==> config.mk <==
export PLATFORM = sky130hd
export DESIGN_NAME = mask_centroid_flat
export DESIGN_NICKNAME = d
export VERILOG_FILES = /design/src/design/mc_pkg.sv /design/src/design/mc_if.sv /design/src/design/mc_front.sv /design/src/design/mc_fifo.sv /design/src/design/mc_divider.sv /design/src/design/mask_centroid.sv /design/src/flat_wrapper.sv
export SDC_FILE = /design/constraint.sdc
export NUM_CORES = 1
export LEC_CHECK = 0
export ABC_AREA = 1
export BUFFER_PORTS_ARGS = -buffer_cell sky130_fd_sc_hd__buf_2
export CORE_ASPECT_RATIO = 1.5
export CORE_MARGIN = 5
export CORE_UTILIZATION = 45
export CTS_CLUSTER_DIAMETER = 150
export DETAILED_ROUTE_END_ITERATION = 8
export SKIP_LAST_GASP = 1
export SLEW_MARGIN = 30
export SYNTH_ARGS = -nofsm -noshare
export SYNTH_HDL_FRONTEND = slang
export SYNTH_SLANG_ARGS = --single-unit
==> constraint.sdc <==
create_clock -name clk -period 7.6 [get_ports clk]
set_clock_uncertainty 0.15 [all_clocks]
set_input_delay 0.38 -clock clk [delete_from_list [all_inputs] [get_ports clk]]
set_output_delay 0.38 -clock clk [all_outputs]
set_load 0.005 [all_outputs]
==> src/design/mc_pkg.sv <==
// Package for the mask centroid block: field widths, register indexes,
// reset values and the types shared between the front end, queue and divider.
// No dependencies.
package mc_pkg;

    localparam int PIX_W  = 8;   // red value and match value
    localparam int POS_W  = 11;  // column, row, size registers and centroid fields
    localparam int SUM_W  = 31;  // column and row sums
    localparam int AREA_W = 21;  // matching pixel count

    localparam int DEFAULT_MAX_WIDTH  = 1024;
    localparam int DEFAULT_MAX_HEIGHT = 1024;

    // Configuration port
    localparam int CFG_IDX_W  = 2;
    localparam int CFG_DATA_W = POS_W;

    typedef enum logic [CFG_IDX_W-1:0] {
        CFG_FRAME_WIDTH  = 2'd0,
        CFG_FRAME_HEIGHT = 2'd1,
        CFG_MATCH_VALUE  = 2'd2
    } cfg_index_t;

    localparam logic [POS_W-1:0] RESET_FRAME_WIDTH  = 11'd10;
    localparam logic [POS_W-1:0] RESET_FRAME_HEIGHT = 11'd14;
    localparam logic [PIX_W-1:0] RESET_MATCH_VALUE  = 8'd254;

    // Queue between front end and divider; the depth must be a power of two.
    localparam int FIFO_DEPTH = 2;

    // One quotient bit per divider step.
    localparam int DIV_STEPS = SUM_W;
    localparam int STEP_W    = $clog2(DIV_STEPS);

    typedef struct packed {
        logic [SUM_W-1:0]  column_sum;
        logic [SUM_W-1:0]  row_sum;
        logic [AREA_W-1:0] match_count;
    } frame_sums_t;

    typedef enum logic [1:0] {
        DIV_IDLE,
        DIV_RUN,
        DIV_HOLD
    } div_state_t;

endpackage

==> src/design/mc_if.sv <==
// Channel interfaces of the mask centroid block: pixel input, result output
// and configuration writes. Depends on mc_pkg.

interface mc_pixel_if;
    import mc_pkg::*;
    logic             valid;
    logic             ready;
    logic [PIX_W-1:0] red_value;

    modport source (output valid, output red_value, input ready);
    modport sink   (input valid, input red_value, output ready);
endinterface

interface mc_result_if;
    import mc_pkg::*;
    logic              valid;
    logic              ready;
    logic [POS_W-1:0]  centroid_x;
    logic [POS_W-1:0]  centroid_y;
    logic [AREA_W-1:0] object_area;
    logic              empty_frame;

    modport source (output valid, output centroid_x, output centroid_y,
                    output object_area, output empty_frame, input ready);
    modport sink   (input valid, input centroid_x, input centroid_y,
                    input object_area, input empty_frame, output ready);
endinterface

interface mc_cfg_if;
    import mc_pkg::*;
    logic                  valid;
    logic                  ready;
    logic [CFG_IDX_W-1:0]  index;
    logic [CFG_DATA_W-1:0] data;

    modport source (output valid, output index, output data, input ready);
    modport sink   (input valid, input index, input data, output ready);
endinterface

==> src/design/mc_front.sv <==
// Front end of the mask centroid block: configuration registers, pixel
// position tracking and per-frame accumulation. Depends on mc_pkg and mc_if.
module mc_front #(
    parameter int MAX_WIDTH  = mc_pkg::DEFAULT_MAX_WIDTH,
    parameter int MAX_HEIGHT = mc_pkg::DEFAULT_MAX_HEIGHT
) (
    input  logic                clk,
    input  logic                rst_n,
    mc_cfg_if.sink              cfg,
    mc_pixel_if.sink            pixel,
    output mc_pkg::frame_sums_t sums,
    output logic                sums_valid,
    input  logic                sums_ready
);
    import mc_pkg::*;

    logic [POS_W-1:0]  frame_width_reg;
    logic [POS_W-1:0]  frame_height_reg;
    logic [PIX_W-1:0]  match_value_reg;
    logic [POS_W-1:0]  column_reg, column_next;
    logic [POS_W-1:0]  row_reg, row_next;
    logic [SUM_W-1:0]  column_sum_reg, column_sum_next;
    logic [SUM_W-1:0]  row_sum_reg, row_sum_next;
    logic [AREA_W-1:0] count_reg, count_next;
    logic [POS_W-1:0]  eff_width;
    logic [POS_W-1:0]  eff_height;
    logic              hit;
    logic              frame_end;
    logic              accept;

    assign cfg.ready = 1'b1;

    always_ff @(posedge clk or negedge rst_n)
    begin
        if (!rst_n)
        begin
            frame_width_reg  <= RESET_FRAME_WIDTH;
            frame_height_reg <= RESET_FRAME_HEIGHT;
            match_value_reg  <= RESET_MATCH_VALUE;
        end
        else if (cfg.valid)
        begin
            unique case (cfg.index)
                CFG_FRAME_WIDTH:  frame_width_reg  <= cfg.data;
                CFG_FRAME_HEIGHT: frame_height_reg <= cfg.data;
                CFG_MATCH_VALUE:  match_value_reg  <= cfg.data[PIX_W-1:0];
                default:          ;
            endcase
        end
    end

    // A size of zero counts as one and anything beyond the build limit as the limit.
    always_comb
    begin
        if (frame_width_reg == '0)
            eff_width = POS_W'(1);
        else if (32'(frame_width_reg) > 32'(MAX_WIDTH))
            eff_width = POS_W'(MAX_WIDTH);
        else
            eff_width = frame_width_reg;

        if (frame_height_reg == '0)
            eff_height = POS_W'(1);
        else if (32'(frame_height_reg) > 32'(MAX_HEIGHT))
            eff_height = POS_W'(MAX_HEIGHT);
        else
            eff_height = frame_height_reg;
    end

    // The column register holds the position of the last pixel taken, so the
    // incoming pixel's position is worked out first.
    always_comb
    begin
        if (column_reg < eff_width)
        begin
            column_next = column_reg + POS_W'(1);
            row_next    = row_reg;
        end
        else
        begin
            column_next = POS_W'(1);
            row_next    = (row_reg < eff_height) ? row_reg + POS_W'(1) : POS_W'(1);
        end

        hit = (pixel.red_value == match_value_reg);
        if (hit)
        begin
            count_next      = count_reg + AREA_W'(1);
            column_sum_next = column_sum_reg + SUM_W'(column_next);
            row_sum_next    = row_sum_reg + SUM_W'(row_next);
        end
        else
        begin
            count_next      = count_reg;
            column_sum_next = column_sum_reg;
            row_sum_next    = row_sum_reg;
        end

        frame_end = (column_next >= eff_width) && (row_next >= eff_height);
    end

    assign pixel.ready = sums_ready;
    assign accept      = pixel.valid && sums_ready;
    assign sums_valid  = accept && frame_end;

    assign sums.column_sum  = column_sum_next;
    assign sums.row_sum     = row_sum_next;
    assign sums.match_count = count_next;

    always_ff @(posedge clk or negedge rst_n)
    begin
        if (!rst_n)
        begin
            column_reg     <= '0;
            row_reg        <= POS_W'(1);
            column_sum_reg <= '0;
            row_sum_reg    <= '0;
            count_reg      <= '0;
        end
        else if (accept)
        begin
            if (frame_end)
            begin
                column_reg     <= '0;
                row_reg        <= POS_W'(1);
                column_sum_reg <= '0;
                row_sum_reg    <= '0;
                count_reg      <= '0;
            end
            else
            begin
                column_reg     <= column_next;
                row_reg        <= row_next;
                column_sum_reg <= column_sum_next;
                row_sum_reg    <= row_sum_next;
                count_reg      <= count_next;
            end
        end
    end

endmodule

==> src/design/mc_fifo.sv <==
// Short queue of finished frame sums between the front end and the divider.
// Depends on mc_pkg.
module mc_fifo (
    input  logic                clk,
    input  logic                rst_n,
    input  mc_pkg::frame_sums_t push_data,
    input  logic                push,
    output logic                not_full,
    output mc_pkg::frame_sums_t head_data,
    output logic                not_empty,
    input  logic                pop
);
    import mc_pkg::*;

    localparam int PTR_W = (FIFO_DEPTH > 1) ? $clog2(FIFO_DEPTH) : 1;
    localparam int CNT_W = $clog2(FIFO_DEPTH + 1);

    frame_sums_t       entry_reg [FIFO_DEPTH];
    logic [PTR_W-1:0]  wr_ptr_reg;
    logic [PTR_W-1:0]  rd_ptr_reg;
    logic [CNT_W-1:0]  fill_reg;

    assign not_full  = (fill_reg != CNT_W'(FIFO_DEPTH));
    assign not_empty = (fill_reg != '0);
    assign head_data = entry_reg[rd_ptr_reg];

    always_ff @(posedge clk)
    begin
        if (push)
            entry_reg[wr_ptr_reg] <= push_data;
    end

    always_ff @(posedge clk or negedge rst_n)
    begin
        if (!rst_n)
        begin
            wr_ptr_reg <= '0;
            rd_ptr_reg <= '0;
            fill_reg   <= '0;
        end
        else
        begin
            if (push)
                wr_ptr_reg <= wr_ptr_reg + PTR_W'(1);
            if (pop)
                rd_ptr_reg <= rd_ptr_reg + PTR_W'(1);
            if (push && !pop)
                fill_reg <= fill_reg + CNT_W'(1);
            else if (pop && !push)
                fill_reg <= fill_reg - CNT_W'(1);
        end
    end

endmodule

==> src/design/mc_divider.sv <==
// Back end of the mask centroid block: two restoring datapaths on a shared divisor
// that form both centroid coordinates one quotient bit per cycle, and the result
// register. Depends on mc_pkg and mc_if.
module mc_divider (
    input  logic                clk,
    input  logic                rst_n,
    input  mc_pkg::frame_sums_t head_data,
    input  logic                head_valid,
    output logic                pop,
    mc_result_if.source         result
);
    import mc_pkg::*;

    div_state_t        state_reg, state_next;
    logic [SUM_W-1:0]  qx_reg, qy_reg;
    logic [AREA_W-1:0] rx_reg, ry_reg;
    logic [AREA_W-1:0] divisor_reg;
    logic [STEP_W-1:0] step_reg;
    logic [AREA_W+SUM_W-1:0] x_step, y_step;
    logic              load;
    logic              run;
    logic              deliver;
    logic              out_free;
    logic              out_valid_reg;
    logic [POS_W-1:0]  out_x_reg, out_y_reg;
    logic [AREA_W-1:0] out_area_reg;
    logic              out_empty_reg;
    logic              is_empty;

    // One restoring step: bring down the next dividend bit and subtract if it fits.
    function automatic logic [AREA_W+SUM_W-1:0] div_step(
        input logic [AREA_W-1:0] rem,
        input logic [SUM_W-1:0]  quo,
        input logic [AREA_W-1:0] divisor
    );
        logic [AREA_W:0] trial;
        logic [AREA_W:0] diff;
        trial = {rem, quo[SUM_W-1]};
        diff  = trial - {1'b0, divisor};
        if (trial >= {1'b0, divisor})
            return {diff[AREA_W-1:0], quo[SUM_W-2:0], 1'b1};
        else
            return {trial[AREA_W-1:0], quo[SUM_W-2:0], 1'b0};
    endfunction

    assign out_free = !out_valid_reg || result.ready;
    assign is_empty = (divisor_reg == '0);
    assign x_step   = div_step(rx_reg, qx_reg, divisor_reg);
    assign y_step   = div_step(ry_reg, qy_reg, divisor_reg);

    always_comb
    begin
        state_next = state_reg;
        unique case (state_reg)
            DIV_IDLE:
            begin
                if (head_valid)
                    state_next = DIV_RUN;
            end
            DIV_RUN:
            begin
                if (step_reg == STEP_W'(DIV_STEPS - 1))
                    state_next = DIV_HOLD;
            end
            DIV_HOLD:
            begin
                if (out_free)
                    state_next = DIV_IDLE;
            end
            default: state_next = DIV_IDLE;
        endcase
    end

    always_comb
    begin
        load    = 1'b0;
        run     = 1'b0;
        deliver = 1'b0;
        unique case (state_reg)
            DIV_IDLE: load    = head_valid;
            DIV_RUN:  run     = 1'b1;
            DIV_HOLD: deliver = out_free;
            default:  ;
        endcase
    end

    assign pop = load;

    always_ff @(posedge clk or negedge rst_n)
    begin
        if (!rst_n)
        begin
            state_reg     <= DIV_IDLE;
            step_reg      <= '0;
            out_valid_reg <= 1'b0;
        end
        else
        begin
            state_reg <= state_next;
            if (load)
                step_reg <= '0;
            else if (run)
                step_reg <= step_reg + STEP_W'(1);
            if (deliver)
                out_valid_reg <= 1'b1;
            else if (result.ready)
                out_valid_reg <= 1'b0;
        end
    end

    always_ff @(posedge clk)
    begin
        if (load)
        begin
            qx_reg      <= head_data.column_sum;
            qy_reg      <= head_data.row_sum;
            rx_reg      <= '0;
            ry_reg      <= '0;
            divisor_reg <= head_data.match_count;
        end
        else if (run)
        begin
            {rx_reg, qx_reg} <= x_step;
            {ry_reg, qy_reg} <= y_step;
        end
    end

    // An empty frame skips nothing in the divider; its quotients are simply dropped.
    always_ff @(posedge clk)
    begin
        if (deliver)
        begin
            out_x_reg     <= is_empty ? '0 : qx_reg[POS_W-1:0];
            out_y_reg     <= is_empty ? '0 : qy_reg[POS_W-1:0];
            out_area_reg  <= divisor_reg;
            out_empty_reg <= is_empty;
        end
    end

    assign result.valid       = out_valid_reg;
    assign result.centroid_x  = out_x_reg;
    assign result.centroid_y  = out_y_reg;
    assign result.object_area = out_area_reg;
    assign result.empty_frame = out_empty_reg;

endmodule

==> src/design/mask_centroid.sv <==
// Top level of the mask centroid block: front end, frame queue and divider.
// Depends on mc_pkg, mc_if, mc_front, mc_fifo and mc_divider.
//
// The block takes one red pixel value per beat in raster order and, for each
// frame, gives one result beat with the truncated mean column and row
// (1-based) of the pixels equal to match_value, their count and an empty
// flag; an empty frame reports a zero centroid. Pixels are taken at one per
// clock while the queue has room. Each frame's sums pass through a two-entry
// queue to a restoring divider (one datapath per coordinate, sharing divisor
// and step counter) that produces one quotient bit of both coordinates per
// cycle. A frame passes through the divider as load (popping the queue), 31
// steps, and hand-over to the output register, which waits for a free output.
// Small frames can fill the queue; pixel ready is then held low until the
// divider loads the next frame. Configuration writes are always taken and
// should be made between frames.
module mask_centroid #(
    parameter int MAX_WIDTH  = mc_pkg::DEFAULT_MAX_WIDTH,
    parameter int MAX_HEIGHT = mc_pkg::DEFAULT_MAX_HEIGHT
) (
    input  logic        clk,
    input  logic        rst_n,
    mc_cfg_if.sink      cfg,
    mc_pixel_if.sink    pixel,
    mc_result_if.source result
);
    import mc_pkg::*;

    frame_sums_t push_data;
    frame_sums_t head_data;
    logic        push;
    logic        not_full;
    logic        not_empty;
    logic        pop;

    mc_front #(
        .MAX_WIDTH  (MAX_WIDTH),
        .MAX_HEIGHT (MAX_HEIGHT)
    ) u_front (
        .clk        (clk),
        .rst_n      (rst_n),
        .cfg        (cfg),
        .pixel      (pixel),
        .sums       (push_data),
        .sums_valid (push),
        .sums_ready (not_full)
    );

    mc_fifo u_fifo (
        .clk       (clk),
        .rst_n     (rst_n),
        .push_data (push_data),
        .push      (push),
        .not_full  (not_full),
        .head_data (head_data),
        .not_empty (not_empty),
        .pop       (pop)
    );

    mc_divider u_divider (
        .clk        (clk),
        .rst_n      (rst_n),
        .head_data  (head_data),
        .head_valid (not_empty),
        .pop        (pop),
        .result     (result)
    );

endmodule

==> src/flat_wrapper.sv <==
// flat-port wrapper written by rule: the top's interface ports become plain ports
module mask_centroid_flat import mc_pkg::*;
#(
    parameter int MAX_WIDTH  = mc_pkg::DEFAULT_MAX_WIDTH,
    parameter int MAX_HEIGHT = mc_pkg::DEFAULT_MAX_HEIGHT
)
  (clk, rst_n, cfg_valid, cfg_index, cfg_data, cfg_ready, pixel_valid, pixel_red_value, pixel_ready, result_valid, result_centroid_x, result_centroid_y, result_object_area, result_empty_frame, result_ready);
  mc_cfg_if cfg_i ();
  mc_pixel_if pixel_i ();
  mc_result_if result_i ();
  input  logic clk;
  input  logic rst_n;
  input wire logic [$bits(cfg_i.valid)-1:0] cfg_valid;
  input wire logic [$bits(cfg_i.index)-1:0] cfg_index;
  input wire logic [$bits(cfg_i.data)-1:0] cfg_data;
  output wire logic [$bits(cfg_i.ready)-1:0] cfg_ready;
  input wire logic [$bits(pixel_i.valid)-1:0] pixel_valid;
  input wire logic [$bits(pixel_i.red_value)-1:0] pixel_red_value;
  output wire logic [$bits(pixel_i.ready)-1:0] pixel_ready;
  output wire logic [$bits(result_i.valid)-1:0] result_valid;
  output wire logic [$bits(result_i.centroid_x)-1:0] result_centroid_x;
  output wire logic [$bits(result_i.centroid_y)-1:0] result_centroid_y;
  output wire logic [$bits(result_i.object_area)-1:0] result_object_area;
  output wire logic [$bits(result_i.empty_frame)-1:0] result_empty_frame;
  input wire logic [$bits(result_i.ready)-1:0] result_ready;
  assign cfg_i.valid = cfg_valid;
  assign cfg_i.index = cfg_index;
  assign cfg_i.data = cfg_data;
  assign cfg_ready = cfg_i.ready;
  assign pixel_i.valid = pixel_valid;
  assign pixel_i.red_value = pixel_red_value;
  assign pixel_ready = pixel_i.ready;
  assign result_valid = result_i.valid;
  assign result_centroid_x = result_i.centroid_x;
  assign result_centroid_y = result_i.centroid_y;
  assign result_object_area = result_i.object_area;
  assign result_empty_frame = result_i.empty_frame;
  assign result_i.ready = result_ready;
  mask_centroid #(.MAX_WIDTH(MAX_WIDTH), .MAX_HEIGHT(MAX_HEIGHT)) u_core (.clk(clk), .rst_n(rst_n), .cfg(cfg_i), .pixel(pixel_i), .result(result_i));
endmodule
# Word-level counts from Yosys, hierarchy flattened
# Memory sizes are Yosys's and may differ from the RTL's.
# Index checks and enable logic that the tools add are counted.
# word_totals
register_bits	316
mem_bits_rw	166
in_bits	26
out_inout_bits	47
wordCells	112
n_memories	1
# op_classes
addsub	12
n_lt_le_gt_ge	8
eq_ne	10
mux	36
n_reduce_logical	22
# mem_list
memory	depth	word_bits	rd	rd_ports_with_merged_regs	wr	line	source
u_core.u_fifo.entry_reg	2	83	1	0	1	mc_fifo.sv:18	frame_sums_t entry_reg [FIFO_DEPTH];
# op_table
op	n
$mux W31	8
$mux W52	2
$mux W11	9
$add A31 B11 Y31	2
$ge A22 B21 Y1	2
$mux W21	2
$sub A21 B21 Y21	2
$add A11 B1 Y11 const B	2
$ge A11 B11 Y1	2
$gt A11 B11 Y1 const B	2
$logic_not A11 Y1	2
$lt A11 B11 Y1	2
$add A21 B1 Y21 const B	1
$logic_not A21 Y1	1
$mux W2	5
$mux W5	2
$eq A8 B8 Y1	1
$ne A2 B2 Y1 const B	4
$reduce_bool A2 Y1	4
$mux W1	7
$pmux W2 S3	1
$reduce_and A2 Y1	3
$add A5 B1 Y5 const B	1
$eq A5 B5 Y1 const B	1
other kinds (10)	20

# Logic depth before layout (Yosys ltp)
# depth
word_depth	13
mapped_depth	31
depth_no_buf	31

# Hierarchy
# Synthesis repeated with hierarchy kept, for this count alone.
# hier_totals
hier_cells	3051
hier_area_um2	26998.4
# by_module_without_submodules
module	n_inst	cells_per_inst	area_per_inst_um2	seq_area_each_um2
mc_front	1	1456	10289.9	3394.5
mc_divider	1	1312	10268.6	4854.7
mc_fifo	1	283	6439.9	5084.9

# Least setup slack after synthesis
# Ideal clock, no wire load.
# synth_timing
path_type	register -> register
start	register u_core.u_front.frame_width_reg[8]
end	memory u_core.u_fifo.entry_reg[0][0] in the netlist's numbering, enable pin
setup_time_ns	0.525
arrival_time_ns	6.831
required_time_ns	6.925
path_slack_ns	0.093
path_stages_with_launch	24
path_buffers	1
period_less_slack_ns	7.507
path_cell_list	dfrtp_1 or2_1 o31ai_1 nand2_1 ha_1 nand2_1 inv_1 nand3_1 nor3_1 nand2_1 nand2_2 clkinv_2 buf_6 nand3_1 inv_1 ha_1 nand2_1 nor3_1 nand2_1 nand4_1 nand2_1 inv_1 nand2_1 nor2_1
# synth_via
elab_chain_cells	10
word_cells_on_any_way	13
classes_between	order compare: 4; mux: 6; reduce/logical: 3
# synth_rtl
element	line	source
start, declared	mc_front.sv:17	logic [POS_W-1:0] frame_width_reg;
start signal, assigned	mc_front.sv:44	CFG_FRAME_WIDTH: frame_width_reg <= cfg.data;
$gt A11 B11 Y1	mc_front.sv:57	else if (32'(frame_width_reg) > 32'(MAX_WIDTH))
$mux W11	mc_front.sv:57	
$mux W11 (*)	mc_front.sv:55	if (frame_width_reg == '0)
$lt A11 B11 Y1	mc_front.sv:74	if (column_reg < eff_width)
$mux W11	mc_front.sv:74	
$ge A11 B11 Y1	mc_front.sv:99	frame_end = (column_next >= eff_width) && (row_next >= eff_height);
$logic_and A1 B1 Y1 (*)	mc_front.sv:99	
$logic_and A1 B1 Y1 (*)	mc_front.sv:104	assign sums_valid = accept && frame_end;
$mux W1 (*)	mc_fifo.sv:29	if (push)
$mux W1 (not written as such) (*)	mc_fifo.sv:30	entry_reg[wr_ptr_reg] <= push_data;
end, declared	mc_fifo.sv:18	
# Mark *: on every way between the ends. The rest lies on a longest branch, timed or not.

# Worst setup path in the final report
# layout_timing
start	register u_core.u_front.frame_width_reg[8]
end	register u_core.u_front.count_reg[13]
# layout_via
elab_chain_cells	8
word_cells_on_any_way	11
classes_between	order compare: 4; mux: 5; reduce/logical: 2
# layout_rtl
element	line	source
$gt A11 B11 Y1	mc_front.sv:57	
$mux W11	mc_front.sv:57	
$mux W11 (*)	mc_front.sv:55	
$lt A11 B11 Y1	mc_front.sv:74	
$mux W11	mc_front.sv:74	
$ge A11 B11 Y1	mc_front.sv:99	
$logic_and A1 B1 Y1 (*)	mc_front.sv:99	
$mux W21 (*)	mc_front.sv:122	if (frame_end)
end signal, assigned	mc_front.sv:136	count_reg <= count_next;
end, declared	mc_front.sv:24	logic [AREA_W-1:0] count_reg, count_next;
# Marked as above.
# A chain may end at the register's enable or synchronous reset.

==> qor.txt <==
# setup viols final -> 0
die span in y -> 300 µm
Layout Cells excl Fill -> 3673
endpoints failing hold -> 0
Seq cells post-synth -> 482
Worst path top cell family by delay -> simple AND/OR/NAND/NOR gates
kind of end point of the critical path -> flop
Max Clock Freq -> 0.178 GHz
Crit path required time -> 7.95 ns
Max rail drop VDD -> 0.197 mV
post-synthesis instance total -> 2866
syn avg cell area -> 8.83 µm²
Seq/Total Area, Yosys -> 52.7%
critical path class -> flop to flop
Total GRT Usage -> 20.7%
crit path launch type -> flop
drt initial violations -> 1167
clock share of power -> 22.6%
post-synth top area share -> 34.8%
total core area -> 55700 µm²
final net count -> 3072
wire per inst -> 17.2 µm
largest fanout on the critical path -> 36
GR peak layer -> met2
placed wire-length estimate -> 45.1 mm
CP max stage cell -> o31ai_1
Pleak -> 12.5 nW
Filler cells -> 5216
leading area contributor after synthesis -> edfxtp_1
Vias -> 19.4k
syn nets -> 3008
Comb pwr share -> 42.2%
die area -> 61200 µm²
Most used DFF post-synth -> edfxtp_1
port buffer count -> 71
asr flop ratio synth -> 30.5%
vias in the first global route -> 20.0k
Initial Util -> 45.4%
Final ANT Viol Nets -> 0
crit path DAT -> 5.96 ns
crit path buf inv count -> 5
switching power -> 4.57 mW
Bufs on Longest Clock Path -> 3
number of H-tree levels -> 2
Die Wd -> 204 µm
Avg Vias per Cell -> 5.28
Total Wirelength -> 63.2 mm
largest net degree at the start of global routing -> 91
fin util -> 50.5%
dominant cells by area after synthesis -> edfxtp_1 (35%), nand2_1 (13%), dfrtp_1 (13%)
clk sinks -> 482
Synth warnings -> 0
CTS Buf Count -> 49
met2 usage -> 38.5%
synthesized area -> 25300 µm²
Fin Setup TNS -> 0 ns
unrepaired setup endpoints after global routing -> no
met3 usage -> 2.39%
CTS tree -> yes
remaining global-route overflow -> 0
pwr/cell area -> 398 nW/µm²
synth unique cells -> 60
root buffer cell -> clkbuf_16
Power Total -> 11.2 mW
EDFF count, synth -> 293
Site Rows -> 106
min-delay worst type -> input pin to flop
Tightest Pin Transition -> 0.907 ns
most frequent cells after synthesis -> nand2_1 (906), edfxtp_1 (293), inv_1 (269), nor2_1 (230), dfrtp_1 (134)
placed cells -> 3569
DRT Pass-1 Iters -> 7
area grow syn2layout -> 11.2%
Routability Congestion -> 0.909
Largest register FFs -> 166
sequential share of power -> 35.2%
Ant. Diodes -> 0
DRC Markers -> 0
MaxCap Viol Count -> 0
status -> completed
fin crit share -> 73.7%
fraction of layout cells with a size suffix above 1 -> 8.28%
max incr delay on CP -> 0.73 ns
clock-pin slew on the worst setup and hold paths -> 0.06 ns
fin. max-slew vios -> 0
internal power -> 6.62 mW
Switching Fraction -> 40.8%
most common cell in the netlist -> nand2_1
Worst-Skew Late Latency -> 0.60 ns
met1 Use GR -> 23.8%
Ports -> 73
antenna violations before repair -> 0
Rel. slew slack -> 39.6%
CP dominant cell by count -> nand2_1
global-route wire length before repair -> 103 mm
Final Critical Period -> 5.60 ns
## worst register-to-register path: stages (launching register included)
cell	delay (ns)
dfrtp_1	0.38
or2_1	0.24
o31ai_1	0.73
nand2_1	0.22
ha_1	0.34
nand2_1	0.05
inv_1	0.05
nand3_1	0.08
nor3_1	0.14
nand2_1	0.08
nand2_2	0.27
clkinv_2	0.32
nand2_1	0.17
nand2_1	0.06
inv_1	0.08
ha_1	0.26
a21oi_1	0.16
o21ai_0	0.13
nand3_1	0.09
nand4_1	0.14
nand2_1	0.13
nand2_1	0.08
inv_2	0.59
buf_4	0.41
nand2_1	0.08
o21ai_0	0.10
## power by group through the flow
stage	Combinational, mW	Sequential (mW)	Clock, mW
after floorplan	3.63	3.88	0
after global placement	4.67	3.97	0
after detailed placement	4.75	3.99	0
after CTS	4.78	3.94	2.60
after global routing	5.43	4.01	2.70
final	4.72	3.94	2.53
## per-layer routing
| layer | vias up | routed length [µm] |
|---|---|---|
| li1 | 9677 | - |
| met1 | 9197 | 25200 |
| met2 | 360 | 32900 |
| met3 | 147 | 2010 |
| met4 | 0 | 3080 |
| met5 | - | 0 |
## cells in the final DEF, fill, tap and decap left out, types with 70 or more instances in the layout
cell type	netlist	routed
inv_1	269	266
o21ai_0	127	127
dfrtp_1	134	133
nand2_1	906	905
a21oi_1	101	101
nand3_1	125	125
nor2_1	230	225
buf_2	17	70
ha_1	112	112
edfxtp_1	293	293
## kinds of logic after synthesis
kind of cell             count (synthesis)  share of synthesized area [%]
AND/OR/NAND/NOR                       1393                           23.0
flip-flops                             482                           52.7
AO/OA/AOI/OAI                          415                           9.19
buffers and inverters                  368                           5.86
adder cells (fa/ha/maj)                116                           5.86
XOR/XNOR                                91                           3.36
other                                    1                         0.0148
## cell type report
cell class | count | area [µm²] | share of cell area [%]
tap | 702 | 878 | 3.12
multi-input combinational | 2016 | 10500 | 37.4
timing repair buffer | 102 | 659 | 2.34
clock inverter | 35 | 394 | 1.40
inverter | 279 | 1050 | 3.74
sequential | 482 | 13300 | 47.4
clock buffer | 57 | 1310 | 4.65
## final timing paths
check / endpoint / depth (start not counted) / from / slack (ns)
setup / recovery: u_core.u_front.count_reg[13] / 25 / u_core.u_front.frame_width_reg[8] / 2.00
hold / removal: u_core.u_front.match_value_reg[4] / 3 / cfg_data[4] / 0.04
setup reg to reg: u_core.u_front.count_reg[13] / 25 / u_core.u_front.frame_width_reg[8] / 2.00
hold reg to reg: u_core.u_divider.result.object_area[17] / 0 / u_core.u_divider.divisor_reg[17] / 0.30
max in group asynchronous: u_core.u_front.column_sum_reg[22] / 3 / rst_n / 5.66
min in group asynchronous: u_core.u_front.column_reg[10] / 2 / rst_n / 0.30
## per-stage QoR
| stage | cell area (µm²) | hold WS, ns | setup WS [ns] |
|---|---|---|---|
| 6_report | 28100 | 0.0363 | 2.00 |
| 5_1_grt | 28100 | 0.0209 | 1.34 |
| 4_1_cts | 28100 | 0.00350 | 1.95 |
| 3_5_place_dp | 26300 | 0.288 | 1.93 |
| 3_3_place_gp | 26300 | 0.285 | 2.02 |
| 2_1_floorplan | 25300 | -0.0656 | 0.0933 |
## repair_timing
item,CTS,global route
resized for setup,0,0
setup buffers,0,0
setup endpoints to repair,0,0
hold buffers,12,0
hold endpoints to repair,103,0
No activity file was read; power rests on OpenSTA's default activity.
